[src/sv/cwi_pkg.sv]
// Shared types, codes and helper functions for the cheat code write intercept block.
package cwi_pkg;

   localparam int MAX_ENTRIES_DEF = 128;
   localparam int IDX_W = 7;
   localparam int CMP_W = 8;
   localparam int GATHER_GROUP = 8;

   localparam logic [2:0] REQ_ADD = 3'd0;
   localparam logic [2:0] REQ_CLEAR = 3'd1;
   localparam logic [2:0] REQ_APPLY = 3'd2;
   localparam logic [2:0] REQ_RESTORE = 3'd3;
   localparam logic [2:0] REQ_BUS = 3'd4;

   localparam logic [1:0] STATUS_OK = 2'd0;
   localparam logic [1:0] STATUS_FULL = 2'd1;
   localparam logic [1:0] STATUS_NOT_LOADED = 2'd2;

   localparam logic [7:0] CODE_ONCE = 8'h00;
   localparam logic [7:0] CODE_BUS = 8'h01;
   localparam logic [7:0] CODE_BANK_LO = 8'h90;
   localparam logic [7:0] CODE_BANK_HI = 8'h97;
   localparam logic [3:0] WRAM_PAGE = 4'hD;

   typedef enum logic [2:0] {
      CMD_NONE,
      CMD_LOOKUP,
      CMD_ADD,
      CMD_CLEAR,
      CMD_APPLY,
      CMD_SAVE
   } cmd_kind_type;

   typedef struct packed {
      cmd_kind_type kind;
      logic bus;
      logic [IDX_W-1:0] idx;
      logic [15:0] addr;
      logic [7:0] code;
      logic [7:0] value;
      logic [7:0] data;
      logic keep_owner;
      logic save_en;
   } cell_cmd_type;

   typedef struct packed {
      logic hit;
      logic [7:0] code;
      logic [7:0] value;
      logic [15:0] addr;
      logic [7:0] saved;
      logic enabled;
   } cell_rd_type;

   localparam int RD_W = $bits(cell_rd_type);

   typedef struct packed {
      logic [2:0] kind;
      logic [7:0] code;
      logic [7:0] value;
      logic [15:0] addr;
      logic [7:0] wdata;
      logic [2:0] bank;
      logic [IDX_W-1:0] idx;
      logic [7:0] rdval;
   } req_item_type;

   typedef struct packed {
      logic [1:0] status;
      logic write_valid;
      logic write_target;
      logic [15:0] write_address;
      logic [7:0] write_value;
      logic substituted;
   } rsp_item_type;

   function automatic logic is_banked(input logic [7:0] code);
      return code inside {[CODE_BANK_LO:CODE_BANK_HI]};
   endfunction

   function automatic logic in_work_ram(input logic [15:0] addr);
      return addr[15:12] == WRAM_PAGE;
   endfunction

endpackage

[src/sv/cwi_cell.sv]
// One cheat table cell: holds an entry and its address ownership flag.
module cwi_cell #(
   parameter int CellId = 0
) (
   input logic clock,
   input logic reset,
   input cwi_pkg::cell_cmd_type cmd,
   output cwi_pkg::cell_rd_type rd
);

   logic [7:0] code_ff;
   logic [7:0] value_ff;
   logic [15:0] addr_ff;
   logic [7:0] saved_ff;
   logic enabled_ff;
   logic owner_ff;
   logic sel_ff;
   cwi_pkg::cell_rd_type rd_ff;

   logic id_match;
   logic addr_match;
   logic sel_in;

   assign id_match = cmd.idx == cwi_pkg::IDX_W'(CellId);
   assign addr_match = addr_ff == cmd.addr;
   assign sel_in = cmd.bus ? (owner_ff && addr_match) : id_match;
   assign rd = rd_ff;

   always_ff @(posedge clock) begin
      if (cmd.kind == cwi_pkg::CMD_LOOKUP) begin
         rd_ff.hit <= sel_in;
         rd_ff.code <= sel_in ? code_ff : '0;
         rd_ff.value <= sel_in ? value_ff : '0;
         rd_ff.addr <= sel_in ? addr_ff : '0;
         rd_ff.saved <= sel_in ? saved_ff : '0;
         rd_ff.enabled <= sel_in & enabled_ff;
      end
      if (cmd.kind == cwi_pkg::CMD_ADD && id_match) begin
         code_ff <= cmd.code;
         value_ff <= cmd.value;
         addr_ff <= cmd.addr;
      end
      if (cmd.kind == cwi_pkg::CMD_APPLY && id_match && cmd.save_en) begin
         saved_ff <= cmd.data;
      end
      if (cmd.kind == cwi_pkg::CMD_SAVE && sel_ff) begin
         saved_ff <= cmd.data;
      end
      if (reset) begin
         enabled_ff <= 1'b0;
         owner_ff <= 1'b0;
         sel_ff <= 1'b0;
      end else begin
         case (cmd.kind)
            cwi_pkg::CMD_LOOKUP: begin
               sel_ff <= sel_in;
            end
            cwi_pkg::CMD_ADD: begin
               if (id_match) begin
                  enabled_ff <= 1'b1;
                  owner_ff <= 1'b0;
               end
            end
            cwi_pkg::CMD_CLEAR: begin
               enabled_ff <= 1'b0;
               owner_ff <= 1'b0;
            end
            cwi_pkg::CMD_APPLY: begin
               if (id_match) begin
                  owner_ff <= cmd.keep_owner;
                  if (!cmd.keep_owner) begin
                     enabled_ff <= 1'b0;
                  end
               end else if (addr_match) begin
                  owner_ff <= 1'b0;
               end
            end
            default: begin
            end
         endcase
      end
   end

endmodule

[config.mk]
export PLATFORM = sky130hd
export DESIGN_NAME = cwi_cell
export DESIGN_NICKNAME = d
export VERILOG_FILES = /design/src/sv/cwi_pkg.sv /design/src/sv/cwi_cell.sv
export SDC_FILE = /design/constraint.sdc
export NUM_CORES = 1
export LEC_CHECK = 0
export BUFFER_PORTS_ARGS = -buffer_cell sky130_fd_sc_hd__buf_2
export CORE_ASPECT_RATIO = 0.7
export CORE_MARGIN = 2
export CORE_UTILIZATION = 40
export DETAILED_ROUTE_END_ITERATION = 8
export PLACE_DENSITY = 0.65
export SETUP_SLACK_MARGIN = 0.15
export SYNTH_ARGS = -nofsm -noshare
export SYNTH_HDL_FRONTEND = slang
export SYNTH_SLANG_ARGS = --single-unit
export TNS_END_PERCENT = 10
[constraint.sdc]
create_clock -name clock -period 2.6 [get_ports clock]
set_input_delay 0.39 -clock clock [delete_from_list [all_inputs] [get_ports clock]]
set_output_delay 0.39 -clock clock [all_outputs]
set_load 0.005 [all_outputs]
======== Yosys cells after proc, flatten, opt, wreduce, memory -nomap -nowiden ========
Index checks and enable logic that the tools add are counted.
storage, ports and cells
  register bits after elaboration ......... 85
  input port bits ......................... 55
  output and inout bits ................... 42
  word-level logic and storage cells ...... 45
operators by class
  equal/unequal tests ..................... 10
  multiplexer cells ....................... 11
  bitwise logic cells ..................... 1
  reduce and logical (&&, ||, !) cells .... 10
operator list
  cell                                           number
  == test 16 bit                                 1
  2-to-1 mux 8 bit                               2
  logical NOT 7 bit                              1
  2-to-1 mux 1 bit                               7
  == test 3 x 2 -> 1 bit, second input constant  2
  == test 3 bit, second input constant           2
  inequality test 2 bit, second input constant   3
  one-hot mux 1 bit (3 select lines)             2
  logical AND 1 bit                              5
  AND reduction 4 bit                            1
  == test 3 x 1 -> 1 bit, second input constant  1
  inequality test 3 bit, second input constant   1
  AND reduction 3 bit                            1
  nonzero test 3 bit                             1
  nonzero test 2 bit                             1
  AND 1 bit                                      1

======== Logic depth before layout (Yosys ltp) ========
  depth after elaboration ................. 5
  mapped depth ............................ 6
  gate-level depth less buffers ........... 5

======== Worst setup path after synthesis ========
OpenSTA, ideal clock, no wires.
  kind .................................... input -> register
  start point ............................. input cmd[44] (netlist name)
  end point ............................... register addr_ff[0], enable pin
  setup time .............................. 0.421 ns
  arrival ................................. 2.267 ns
  data required time ...................... 2.179 ns
  path slack .............................. -0.088 ns
  stages on the path ...................... 3
  path buffers ............................ 0
  cell sequence ........................... nor4_1 nand4_1 nor2_1
on the way
  longest elaborated chain between the ends .. 2
RTL lines
  what                    RTL line        RTL
  start: declaration      cwi_cell.sv:7   input cwi_pkg::cell_cmd_type cmd,
  logical NOT 7 bit       cwi_cell.sv:24  assign id_match = cmd.idx == cwi_pkg::IDX_W'(CellId);
  logical AND 1 bit       cwi_cell.sv:38  if (cmd.kind == cwi_pkg::CMD_ADD && id_match) begin
  end signal: assignment  cwi_cell.sv:41  addr_ff <= cmd.addr;
  end: declaration        cwi_cell.sv:13  logic [15:0] addr_ff;
No other way between the ends.
A chain may end at the register's enable or synchronous reset.

======== Final worst setup path ========
  start point ............................. register addr_ff[8]
  end point ............................... register rd_ff, in the netlist rd[23], data pin
on the way
  longest elaborated chain between the ends .. 3
RTL lines
  what               RTL line        RTL
  == test 16 bit     cwi_cell.sv:25  assign addr_match = addr_ff == cmd.addr;
  logical AND 1 bit  cwi_cell.sv:26  assign sel_in = cmd.bus ? (owner_ff && addr_match) : id_match;
  2-to-1 mux 1 bit   cwi_cell.sv:26
  end: declaration   cwi_cell.sv:18  cwi_pkg::cell_rd_type rd_ff;
No other way between the ends.

==> impl_results.md <==
- Status: complete, no violations
- Final count of negative-setup-slack endpoints: 0
- Total gr overflow: 0
- IO buf count: 96
- Clock root cell: clkbuf_16
- Sum Neg Setup Slack: 0 ns
- Hold Path Class: primary input to flip-flop
- CP Capture Type: flip-flop
- Least-Margin Pin Slew: about 0.42 ns
- PostCTS Resize Cnt: 0
- Crit path arrival time: 2.23 ns
- Setup WS pre-CTS: about 0.44 ns
- Fmax: 491.1 MHz
- H-tree depth: 3
- Synth top area share: between 70 and 80%
- CTS Buf Count: 9
- Proportion of power drawn by the clock network: around 44%
- Post-CTS Setup Inserts: 0
- # Max-Cap Violations: 0
- Diode count: 0
- All-layer global routing usage: between 10% and 20%
- Vias in the first global route: about 1800
- Peak supply drop: between 0.3 and 0.4 mV
- Post-Syn Area: between 0.003 and 0.004 mm2
- Post-Route WL: between 5 and 6 mm
- Worst-path maximum fanout: 27
- Die ar.: 0.008643 mm2
- Net Sw Frac: between 10% and 20%
- Crit start category: flip-flop
- GP Congestion: 0.8009
- Most common cell after layout, fill and taps aside: buf_2
- Hold Fails Final Rpt: 0
- Period utilization: between 70 and 80%
- Sw power: 0.0005421 W
- Area Overhead vs Synth: 29.52%
- Worst-path clk slew: about 0.060 ns
- Leak pwr: roughly 1.7 nW
- TritonCTS clock tree: built
- RSZ-0062 raised after global routing: no
- Synth Instances: about 180
- DRC errors left: 0
- Core area: around 0.0078 mm2
- Crit Path Category: flip-flop to flip-flop
- Post-placement cell count: about 380
- Syn_nets: between 200 and 250
- Pin count of the biggest net entering global routing: 29
- Nets: 344
- Post-route ant nets: 0
- Commonest cells after routing, fill and taps aside: buf_2, edfxtp_1, and2_1
- Post-DP HPWL: 4.040 mm
- Crit path time final: slightly above 2 ns
- Rel. slew slack: between 70 and 80%
- Die X: between 100 and 150 um
- Unique masters post-synth: 23
- Internal power: ~0.0023 W
- Clk sink count: 85
- Hold Buf Count CTS: 0
- Clock skew: 0.008958 ns
- WP data required: ~2.8 ns
- First-pass GRT wire length: between 8 and 9 mm
- Cell taking the most area after synthesis: edfxtp_1
- WL per Instance: approximately 14 um
- Die height: approximately 78 um
- Synth Warn #: 0
- Setup slack after layout: 0.5638 ns
- Initial Util: 40.69%
- Part of the power in registers: between 50% and 60%
- Avg Cell Area, Syn: around 18 um2
- Vias post-DR: 1797
- Routed vias/inst: roughly 4.6
- Sequential-to-total area share from yosys stat: around four fifths
- Fraction of layout cells with a size suffix above 1: about two fifths
- Buffer depth of the longest clock path: 2
- Synth top area cells: edfxtp_1, and2_1, xor2_1
- Initial antenna violation count: 0
- PwrDens: 691.8 mW/mm2
- Site Rows: 27
- IO Pins: 97
- Clock latency on the worst-skew pair: ~0.33 ns
- Final cell count without fillers: slightly below 400
- #FFs+latches synth: 85
- Drt pass-1 iters: 4
- Final Slew Violations: 0
- Power share of the combinational group: 3.1%
- DRT iter0 DRCs: 90
-- final cells by class --
type                            instances  area, um2
Clock inverter                          6      72.57
Clock buffer                            9      225.2
Timing Repair Buffer                  103      545.5
Tap cell                              101      126.4
Inverter                                4      15.01
Multi-Input combinational cell         86      588.1
Sequential cell                        85       2522
Fill cell                             664       3675
-- critical path, stage by stage (launching register included) --
cell      delay [ns]
edfxtp_1        0.41
xor2_1          0.18
nor4_1          0.40
nand4_1         0.25
o22ai_4         0.23
buf_4           0.26
and2_1          0.16
-- state kept, by name, indices dropped and copies added (netlist names) --
register / cells
enabled_ff: 1
rd: 42
owner_ff: 1
addr_ff: 16
saved_ff: 8
value_ff: 8
code_ff: 8
sel_ff: 1
-- cells by family (layout without fill, tap and decap cells) --
group | after synthesis | in the layout | share of synthesized area [%]
DFF | 85 | 85 | 79.78
buffers and inverters | 8 | 122 | 1.899
xor gates and xnor gates | 16 | 16 | 4.432
AOI/OAI and AO/OA | 8 | 8 | 2.177
and+or+nand+nor | 62 | 62 | 11.71
-- power by group through the flow --
stage,sequential [W],combinational [W],clock (W)
final,0.00150,0.0000882,0.00124
after detailed placement,0.00153,0.0000892,0
after CTS,0.00150,0.0000899,0.00127
after global routing,0.00150,0.0000980,0.00133
after floorplan,0.00153,0.0000236,0
after global placement,0.00153,0.0000874,0
-- final timing paths --
check                           slack (ns)                 endpoint               startpoint  depth (start not counted)
worst max-delay path                  0.56     rd[23]$_SDFFCE_PN0N_     addr_ff[8]$_DFFE_PP_                          6
worst min-delay path                  0.24    saved_ff[7]$_DFFE_PP_                   cmd[9]                          1
worst max register to register        0.56     rd[23]$_SDFFCE_PN0N_     addr_ff[8]$_DFFE_PP_                          6
worst min register to register        0.50  enabled_ff$_SDFFE_PP0P_  enabled_ff$_SDFFE_PP0P_                          2
-- per-layer routing --
metal / routed length, um / GRT usage [%] / vias to the layer above / share of wire, %
met5: 0 / 0 / - / 0
met4: 39 / 2.625 / 0 / 0.70
met3: 440 / 5.814 / 4 / 7.9
met2: 2591 / 21.17 / 70 / 47
met1: 2475 / 17.73 / 847 / 45
li1: - / - / 876 / -
-- metrics by stage --
| stage | power (W) | cell area, um2 | util, % | hold slack (ns) |
|---|---|---|---|---|
| finish | 0.002833 | 4095 | 52.71 | 0.2352 |
| global route | 0.002930 | 4095 | 52.71 | 0.2118 |
| CTS | 0.002865 | 4095 | 52.71 | 0.2248 |
| detailed placement | 0.001622 | 3797 | 48.87 | 0.4939 |
| global placement | 0.001620 | 3797 | 48.87 | 0.4834 |
| floorplan | 0.001558 | 3164 | - | 0.4556 |
-- synthesized netlist by cell type (all sizes together) --
library cell and count:
and2 41, nor3 2, inv 4, edfxtp 82, o221ai 1, nor2 3
dfxtp 3, a21oi 2, nand3 1, o21a 1, a21o 1, and3 1
nor4 5, o22ai 1, a31oi 1, or3 1, nor3b 1, xor2 16
a311oi 1, nand4 2, nand2 4, nor4b 1, buf 4
No activity file was read; power rests on OpenSTA's default activity.
